`config.mk`:
```
export PLATFORM = sky130hd
export DESIGN_NAME = dda_line_pixel_generator
export DESIGN_NICKNAME = d
export VERILOG_FILES = /design/src/hdl/dda_pkg.sv /design/src/hdl/dda_line_pixel_generator.sv
export VERILOG_INCLUDE_DIRS = /design/src /design/src/hdl
export SDC_FILE = /design/constraint.sdc
export NUM_CORES = 1
export LEC_CHECK = 0
export BUFFER_PORTS_ARGS = -buffer_cell sky130_fd_sc_hd__buf_4
export CORE_ASPECT_RATIO = 1.25
export CORE_MARGIN = 4
export CORE_UTILIZATION = 40
export CTS_BUF_LIST = sky130_fd_sc_hd__clkbuf_4
export CTS_CLUSTER_DIAMETER = 60
export DETAILED_ROUTE_END_ITERATION = 7
export PLACE_DENSITY = 0.59
export SLEW_MARGIN = 20
export SYNTH_ARGS = -nofsm -noshare
export SYNTH_HDL_FRONTEND = slang
export SYNTH_SLANG_ARGS = --single-unit
```
`constraint.sdc`:
```
create_clock -name clock -period 14.12 [get_ports clock]
set_clock_uncertainty 0.1 [all_clocks]
set_input_delay 2.824 -clock clock [delete_from_list [all_inputs] [get_ports clock]]
set_output_delay 2.824 -clock clock [all_outputs]
set_load 0.01 [all_outputs]
```
`src/hdl/dda_line_pixel_generator_macros.svh`:
```
// Assertion macros shared by the line rasterizer RTL.
`ifndef DDA_LINE_PIXEL_GENERATOR_MACROS_SVH
`define DDA_LINE_PIXEL_GENERATOR_MACROS_SVH

// Same-cycle implication, checked outside reset.
`define DDA_ASSERT_NOW(label, clk, rst, ante, cons, msg) \
   label: assert property (@(posedge clk) disable iff (rst) (ante) |-> (cons)) \
      else $error(msg);

// Next-cycle implication, checked outside reset.
`define DDA_ASSERT_NEXT(label, clk, rst, ante, cons, msg) \
   label: assert property (@(posedge clk) disable iff (rst) (ante) |=> (cons)) \
      else $error(msg);

`endif

```
`src/hdl/dda_pkg.sv`:
```
// Widths and constants of the line rasterizer.
package dda_pkg;

   localparam int COORD_BITS = 10;
   localparam int FRAC_BITS  = 16;

   // accumulator: sign, integer part, fraction
   localparam int ACC_W  = COORD_BITS + FRAC_BITS + 1;
   // increment: sign, one integer bit, fraction
   localparam int INC_W  = FRAC_BITS + 2;
   // step count: holds up to 2^COORD_BITS - 1 with a spare bit for deltas
   localparam int STEP_W = COORD_BITS + 1;
   // divider numerator and quotient widths
   localparam int NUM_W  = COORD_BITS + FRAC_BITS;
   localparam int QUO_W  = FRAC_BITS + 1;
   localparam int CNT_W  = $clog2(NUM_W);

   localparam logic OP_START = 1'b0;
   localparam logic OP_STEP  = 1'b1;

endpackage

```
`src/hdl/dda_line_pixel_generator.sv`:
```
// DDA line rasterizer: start items set up a line, step items emit its pixels.
// Every item's result word is registered and shows in the cycle after accept.
// Throughput: step items go one per cycle while result words are taken; a start item with
//    distinct endpoints then holds the input off while the one shared restoring divider
//    works out the x and then the y increment, one bit a cycle.
// Reset: synchronous, active high; clears the sequencer, step count and output valid.
`include "dda_line_pixel_generator_macros.svh"

module dda_line_pixel_generator (
   input  logic                           clock,
   input  logic                           reset,
   input  logic                           req_valid,
   output logic                           req_ready,
   input  logic                           req_op,
   input  logic [dda_pkg::COORD_BITS-1:0] req_x_start,
   input  logic [dda_pkg::COORD_BITS-1:0] req_y_start,
   input  logic [dda_pkg::COORD_BITS-1:0] req_x_end,
   input  logic [dda_pkg::COORD_BITS-1:0] req_y_end,
   output logic                           rsp_valid,
   input  logic                           rsp_ready,
   output logic                           rsp_pixel_valid,
   output logic [dda_pkg::COORD_BITS-1:0] rsp_pixel_x,
   output logic [dda_pkg::COORD_BITS-1:0] rsp_pixel_y,
   output logic                           rsp_last_pixel
);

   import dda_pkg::*;

   typedef enum logic [1:0] {
      ST_IDLE,
      ST_DIV_X,
      ST_DIV_Y
   } state_type;

   // Sequencer and line state
   state_type                  state_ff,      state_in;
   logic signed [ACC_W-1:0]    x_accum_ff,    x_accum_in;
   logic signed [ACC_W-1:0]    y_accum_ff,    y_accum_in;
   logic signed [INC_W-1:0]    x_incr_ff,     x_incr_in;
   logic signed [INC_W-1:0]    y_incr_ff,     y_incr_in;
   logic [STEP_W-1:0]          steps_left_ff, steps_left_in;

   // Shared divider: numerator shifts out the top while quotient bits shift in
   logic [NUM_W-1:0]           num_ff,        num_in;
   logic [COORD_BITS-1:0]      rem_ff,        rem_in;
   logic [CNT_W-1:0]           bit_cnt_ff,    bit_cnt_in;
   logic                       x_neg_ff,      x_neg_in;
   logic                       y_neg_ff,      y_neg_in;
   logic [COORD_BITS-1:0]      y_mag_ff,      y_mag_in;

   // Result word register
   logic                       rsp_valid_ff,  rsp_valid_in;
   logic                       pix_valid_ff,  pix_valid_in;
   logic [COORD_BITS-1:0]      pix_x_ff,      pix_x_in;
   logic [COORD_BITS-1:0]      pix_y_ff,      pix_y_in;
   logic                       last_ff,       last_in;

   // Combinational helpers
   logic                       req_fire;
   logic [STEP_W-1:0]          dx, dy, ax, ay, steps;
   logic [STEP_W-1:0]          trial;
   logic                       trial_ge;
   logic [NUM_W-1:0]           num_shift;
   logic [QUO_W-1:0]           quotient;
   logic signed [ACC_W-1:0]    x_sum, y_sum;

   // Rounded numerator: mag * 2^FRAC_BITS + steps / 2
   function automatic logic [NUM_W-1:0] num_load(input logic [COORD_BITS-1:0] mag,
                                                 input logic [STEP_W-1:0] div);
      return {mag, {FRAC_BITS{1'b0}}} + NUM_W'(div >> 1);
   endfunction

   function automatic logic signed [INC_W-1:0] signed_incr(input logic [QUO_W-1:0] q,
                                                           input logic neg);
      logic [INC_W-1:0] mag;
      mag = INC_W'(q);
      return neg ? -mag : mag;
   endfunction

   // Truncate toward zero, clamp negatives to column/row zero
   function automatic logic [COORD_BITS-1:0] coord_of(input logic signed [ACC_W-1:0] acc);
      return acc[ACC_W-1] ? '0 : acc[ACC_W-2:FRAC_BITS];
   endfunction

   // Accept only with the divider parked and the result slot free or draining
   assign req_ready = (state_ff == ST_IDLE) && (!rsp_valid_ff || rsp_ready);
   assign req_fire  = req_valid && req_ready;

   always_comb begin
      // Endpoint deltas and their magnitudes
      dx    = {1'b0, req_x_end} - {1'b0, req_x_start};
      dy    = {1'b0, req_y_end} - {1'b0, req_y_start};
      ax    = dx[STEP_W-1] ? -dx : dx;
      ay    = dy[STEP_W-1] ? -dy : dy;
      steps = (ax >= ay) ? ax : ay;

      // One restoring-division step against the step count
      trial     = {rem_ff, num_ff[NUM_W-1]};
      trial_ge  = trial >= steps_left_ff;
      num_shift = {num_ff[NUM_W-2:0], trial_ge};
      quotient  = num_shift[QUO_W-1:0];

      // Accumulator advance, sign-extending the increments
      x_sum = x_accum_ff + {{(ACC_W-INC_W){x_incr_ff[INC_W-1]}}, x_incr_ff};
      y_sum = y_accum_ff + {{(ACC_W-INC_W){y_incr_ff[INC_W-1]}}, y_incr_ff};
   end

   always_comb begin
      state_in      = state_ff;
      x_accum_in    = x_accum_ff;
      y_accum_in    = y_accum_ff;
      x_incr_in     = x_incr_ff;
      y_incr_in     = y_incr_ff;
      steps_left_in = steps_left_ff;
      num_in        = num_ff;
      rem_in        = rem_ff;
      bit_cnt_in    = bit_cnt_ff;
      x_neg_in      = x_neg_ff;
      y_neg_in      = y_neg_ff;
      y_mag_in      = y_mag_ff;
      rsp_valid_in  = rsp_valid_ff && !rsp_ready;
      pix_valid_in  = pix_valid_ff;
      pix_x_in      = pix_x_ff;
      pix_y_in      = pix_y_ff;
      last_in       = last_ff;

      unique case (state_ff)
         ST_IDLE: begin
            if (req_fire) begin
               // Every accepted item answers with one word
               rsp_valid_in = 1'b1;
               pix_valid_in = 1'b0;
               pix_x_in     = '0;
               pix_y_in     = '0;
               last_in      = 1'b0;
               if (req_op == OP_START) begin
                  // Load the new line, abandoning any in progress
                  x_accum_in    = ACC_W'({req_x_start, {FRAC_BITS{1'b0}}});
                  y_accum_in    = ACC_W'({req_y_start, {FRAC_BITS{1'b0}}});
                  steps_left_in = steps;
                  x_incr_in     = '0;
                  y_incr_in     = '0;
                  x_neg_in      = dx[STEP_W-1];
                  y_neg_in      = dy[STEP_W-1];
                  y_mag_in      = ay[COORD_BITS-1:0];
                  num_in        = num_load(ax[COORD_BITS-1:0], steps);
                  rem_in        = '0;
                  bit_cnt_in    = CNT_W'(NUM_W - 1);
                  // Equal endpoints: zero increments, nothing to divide
                  if (steps != '0) begin
                     state_in = ST_DIV_X;
                  end
               end else if (steps_left_ff != '0) begin
                  // Advance one pixel
                  x_accum_in    = x_sum;
                  y_accum_in    = y_sum;
                  steps_left_in = steps_left_ff - STEP_W'(1);
                  pix_valid_in  = 1'b1;
                  pix_x_in      = coord_of(x_sum);
                  pix_y_in      = coord_of(y_sum);
                  last_in       = (steps_left_ff == STEP_W'(1));
               end
            end
         end
         ST_DIV_X, ST_DIV_Y: begin
            num_in     = num_shift;
            rem_in     = trial_ge ? COORD_BITS'(trial - steps_left_ff)
                                  : trial[COORD_BITS-1:0];
            bit_cnt_in = bit_cnt_ff - CNT_W'(1);
            if (bit_cnt_ff == '0) begin
               if (state_ff == ST_DIV_X) begin
                  // Hold x result, reload the divider for y
                  x_incr_in  = signed_incr(quotient, x_neg_ff);
                  num_in     = num_load(y_mag_ff, steps_left_ff);
                  rem_in     = '0;
                  bit_cnt_in = CNT_W'(NUM_W - 1);
                  state_in   = ST_DIV_Y;
               end else begin
                  y_incr_in = signed_incr(quotient, y_neg_ff);
                  state_in  = ST_IDLE;
               end
            end
         end
         default: begin
            state_in = ST_IDLE;
         end
      endcase
   end

   always_ff @(posedge clock) begin
      if (reset) begin
         state_ff      <= ST_IDLE;
         steps_left_ff <= '0;
         rsp_valid_ff  <= 1'b0;
      end else begin
         state_ff      <= state_in;
         steps_left_ff <= steps_left_in;
         rsp_valid_ff  <= rsp_valid_in;
      end
      x_accum_ff   <= x_accum_in;
      y_accum_ff   <= y_accum_in;
      x_incr_ff    <= x_incr_in;
      y_incr_ff    <= y_incr_in;
      num_ff       <= num_in;
      rem_ff       <= rem_in;
      bit_cnt_ff   <= bit_cnt_in;
      x_neg_ff     <= x_neg_in;
      y_neg_ff     <= y_neg_in;
      y_mag_ff     <= y_mag_in;
      pix_valid_ff <= pix_valid_in;
      pix_x_ff     <= pix_x_in;
      pix_y_ff     <= pix_y_in;
      last_ff      <= last_in;
   end

   assign rsp_valid       = rsp_valid_ff;
   assign rsp_pixel_valid = pix_valid_ff;
   assign rsp_pixel_x     = pix_x_ff;
   assign rsp_pixel_y     = pix_y_ff;
   assign rsp_last_pixel  = last_ff;

   `DDA_ASSERT_NOW(a_busy_blocks_input, clock, reset, state_ff != ST_IDLE, !req_ready, "input taken while dividing")
   `DDA_ASSERT_NEXT(a_start_divides, clock, reset, req_fire && req_op == OP_START && steps != '0, state_ff == ST_DIV_X, "start with distinct endpoints did not enter division")
   `DDA_ASSERT_NEXT(a_step_last_flag, clock, reset, req_fire && req_op == OP_STEP && steps_left_ff != '0, rsp_valid && rsp_pixel_valid && (rsp_last_pixel == (steps_left_ff == '0)), "step word or last flag wrong")
   `DDA_ASSERT_NEXT(a_steps_hold_in_div, clock, reset, state_ff != ST_IDLE, $stable(steps_left_ff), "divisor changed during division")

endmodule

```
==> results.py <==
metrics = {
    "yosys": {
        "ys_seq_area_share_pct": 42.2,
        "yosysTopAreaCellShare_pct": 39.9,
        "yosys_register_bits": 179,
        "synth-xor-area-share_pct": 7.98,
        "synth_area_leaders": "edfxtp_1 (40%), ha_1 (10%), nor2_1 (4.9%)",
        "synth_top_family_by_area": "simple AND/OR/NAND/NOR gates",
        "yosys_warnings": 0,
        "synth_mux_area_share_pct": 3.39,
        "synth_edf_count": 165,
        "yosysTopAreaCell": "edfxtp_1",
        "synth_fp_nets": 1440,
        "synthAdderAreaFrac_pct": 11.2,
        "syn_area_sq_um": 12400,
        "synth_flop_cell": "edfxtp_1",
        "synth_cells": 1287,
        "yosysUniqueCellTypes": 69,
        "synth_compound_area_share_pct": 15.3,
        "avgSynthCellArea_sq_um": 9.64,
        "synthSimpleGateAreaFrac_pct": 16.4,
        "async_flop_share_pct": 0,
    },
    "cells_and_area": {
        "design_area_sq_um": 13700,
        "layoutNonFillerInstCount": 1760,
        "area_growth_pct": 10.1,
        "drive_gt1_share_pct": 9.87,
        "final_nets": 1498,
    },
    "timing": {
        "final_hold_viol_count": 0,
        "slew_violations": 0,
        "fin_crit_ps": 7350,
        "setup_viol_count_final": 0,
        "min_period_over_period_pct": 52.1,
        "setup_tns_ps": 0,
        "relSlewSlack_pct": 34.5,
        "rsz0062_at_grt": "false",
        "tightest_slew_ps": 982,
        "max_freq_ghz": 0.136,
    },
    "critical_path": {
        "crit_family": "compound AO/OA/AOI/OAI gates",
        "ff2ff_path_depth": 13,
        "worstPathArrival_ps": 7760,
        "cp_slowest_cell": "or4_4",
        "critPathLaunchType": "input port",
        "cp_common_cell": "inv_1",
        "critical_path_required_ps": 14520,
        "reg2reg_slack_ps": 9660,
        "path_class": "input port to flop",
        "critPathMaxStageDelay_ps": 480,
        "end_kind": "flop",
        "crit_buf_inv": 5,
        "r2r-start": "y_accum_ff[0]",
        "path_cells": "buf_4 > inv_1 > ha_1 > inv_1 > fa_1 > a21o_1 > a22o_1 > o221a_2 > nor2_1 > o21ai_1 > xnor2_1 > ha_1 > a211o_1 > o211ai_1 > a21oi_1 > a211oi_2 > buf_4 > inv_1 > and2_1 > a211o_1 > or4_4 > o21ai_1 > nand4_1",
        "r2r-end": "rsp_pixel_y[0]",
        "critPathMaxFanout": 15,
    },
    "clocking": {
        "post_cts_resized": 0,
        "cts_tree": "built",
        "htree_num_levels": 4,
        "clockRootBuffer": "clkbuf_4",
        "insertion_delay_ps": 610,
        "cts_setup_buffers": 0,
        "path_clk_slew_ps": 160,
        "clock_tree.buffer_depth": 2,
        "ctsHoldBuffers": 0,
        "cts_buffers": 17,
        "cts_sinks": 179,
    },
    "grt": {
        "grt_pass1_vias": 9614,
        "grtUsageMet2_pct": 33.4,
        "gr-total-overflow": 0,
        "grt_pass1_wl_um": 50100,
        "grt_use_met1_pct": 23.3,
        "grt.total_usage_pct": 18.7,
        "antenna_found_initial": 1,
        "grt_start_max_net_pins": 69,
        "busiest_layer": "met2",
        "use_met3_pct": 2.19,
    },
    "drt": {
        "dr.pass1.iters": 5,
        "dr_total_vias": 9584,
        "ant_nets": 0,
        "route.detailed.drc": 0,
        "dr.first_iter.drc_count": 593,
        "drt-total-wl_um": 30500,
        "viasPerCell": 5.45,
        "wire_per_inst_um": 17.3,
    },
    "floorplan": {
        "ioPinCount": 69,
        "coreArea_sq_um": 30400,
        "dieWidth_um": 166,
        "start_util_pct": 40.8,
        "die_h_um": 205,
        "die_area_sq_um": 33900,
        "rows": 71,
    },
    "worst_hold_path": {
        "hp-start": "rsp_valid",
        "worstHoldPathCells": 2,
        "hp-class": "flop to flop",
        "min_to": "rsp_valid",
    },
    "placement": {
        "dpl.hpwl_um": 23000,
        "gp_congestion": 0.887,
        "dpl-instance-area_sq_um": 13400,
        "placed_cells": 1727,
        "port_buffers": 68,
    },
    "run": {
        "cap_viol_max_count": 0,
    },
    "power": {
        "ir_drop_v": 0.0000887,
        "p_per_area_nw_per_um2": 258,
        "p_leak_nw": 5.51,
    },
    "status": {
        "status": "finished, final reports clean",
    },
}
==> worst register-to-register path: cells and delay by family, from the launching register on <==
kind | cells | cell delay, ps
AOI/OAI and AO/OA | 7 | 2130
xor gates and xnor gates | 1 | 700
adders and majority gates | 2 | 440
DFF | 1 | 400
and+or+nand+nor | 2 | 330
buffers and inverters | 1 | 80
==> report_power, final <==
part	internal, W	switching (W)	total, W
clock network	0.000109	0.000195	0.000304
registers	0.000951	0.000133	0.00108
logic	0.000863	0.00128	0.00214
==> stage by stage <==
step	util (%)	setup WS (ps)	power, W	hold slack [ps]
floorplan	-	6570	0.00268	407
global placement	44.0	6220	0.00322	403
detailed placement	44.0	6150	0.00325	419
CTS	45.0	6840	0.00356	439
global route	45.0	6500	0.00387	460
finish	45.0	6770	0.00353	438
==> synth_stat cells, drive strengths merged (3+ instances only) <==
cell and n:
edfxtp 165, nor2 162, ha 103, nand2 94, o21ai 88, a21oi 87
inv 78, xor2 61, xnor2 52, clkbuf 34, mux2i 24, a21o 23
nand3 22, nor3 20, and2 19, nor3b 19, nand2b 18, mux2 16
nor2b 15, dfxtp 14, nand4 13, a211oi 12, and3 11, o211ai 9
o21a 9, a31oi 8, o21bai 8, or3 8, a211o 7, nor4 7
o31ai 7, or4 6, fa 5, or2 5, buf 4, o22ai 4
o41ai 4, nand3b 3, o2111a 3, o2111ai 3, o31a 3
==> layer usage <==
layer / share of wire, % / vias to the layer above / wire length (um)
met5: 0 / - / 0
met4: 2.7 / 0 / 816
met3: 2.6 / 50 / 794
met2: 51 / 167 / 15600
met1: 44 / 4574 / 13300
li1: - / 4793 / -
==> layout by cell type (no fill, tap or decap), types with 19 or more instances in the layout <==
cell      instances
a21o_1           23
buf_4            77
edfxtp_1        165
nand2_1          94
a21oi_1          87
nor3_1           20
nor3b_1          19
xor2_1           61
nand3_1          22
nor2_1          162
xnor2_1          52
ha_1            103
inv_1            77
mux2i_1          24
and2_1           19
o21ai_0          81
==> logic make-up after synthesis <==
family,after synthesis
mux,40
flops,179
buf+inv,116
simple gates,428
fa+ha+maj,108
compound gates,303
xor+xnor,113
==> cell type report <==
class                      count  area [sq um]
tap                          401           502
sequential                   179          5240
antenna                        1          2.50
inverter                      78           293
timing repair buffer          77           578
multi-input combinational    992          6770
fill                        2966         16700
clock buffer                  18           135
clock inverter                14           151
==> registers in the layout (all words and copies together), names as in the netlist, 2 cells and up <==
name,cells
x_accum_ff,27
y_accum_ff,27
num_ff,26
x_incr_ff,18
y_incr_ff,18
steps_left_ff,11
rem_ff,10
rsp_pixel_x,10
rsp_pixel_y,10
y_mag_ff,10
bit_cnt_ff,5
state_ff,2
==> worst max-delay path by stage <==
stage,from,depth (start not counted),end
5_1_grt,req_x_end[0],24,state_ff[1]
6_report,req_x_end[0],23,state_ff[1]
4_1_cts,req_x_end[0],23,state_ff[1]
3_3_place_gp,req_x_end[0],23,state_ff[1]
3_5_place_dp,req_x_end[0],23,state_ff[0]
2_1_floorplan,req_x_end[0],21,state_ff[0]
(Power assumes the default switching activity.)
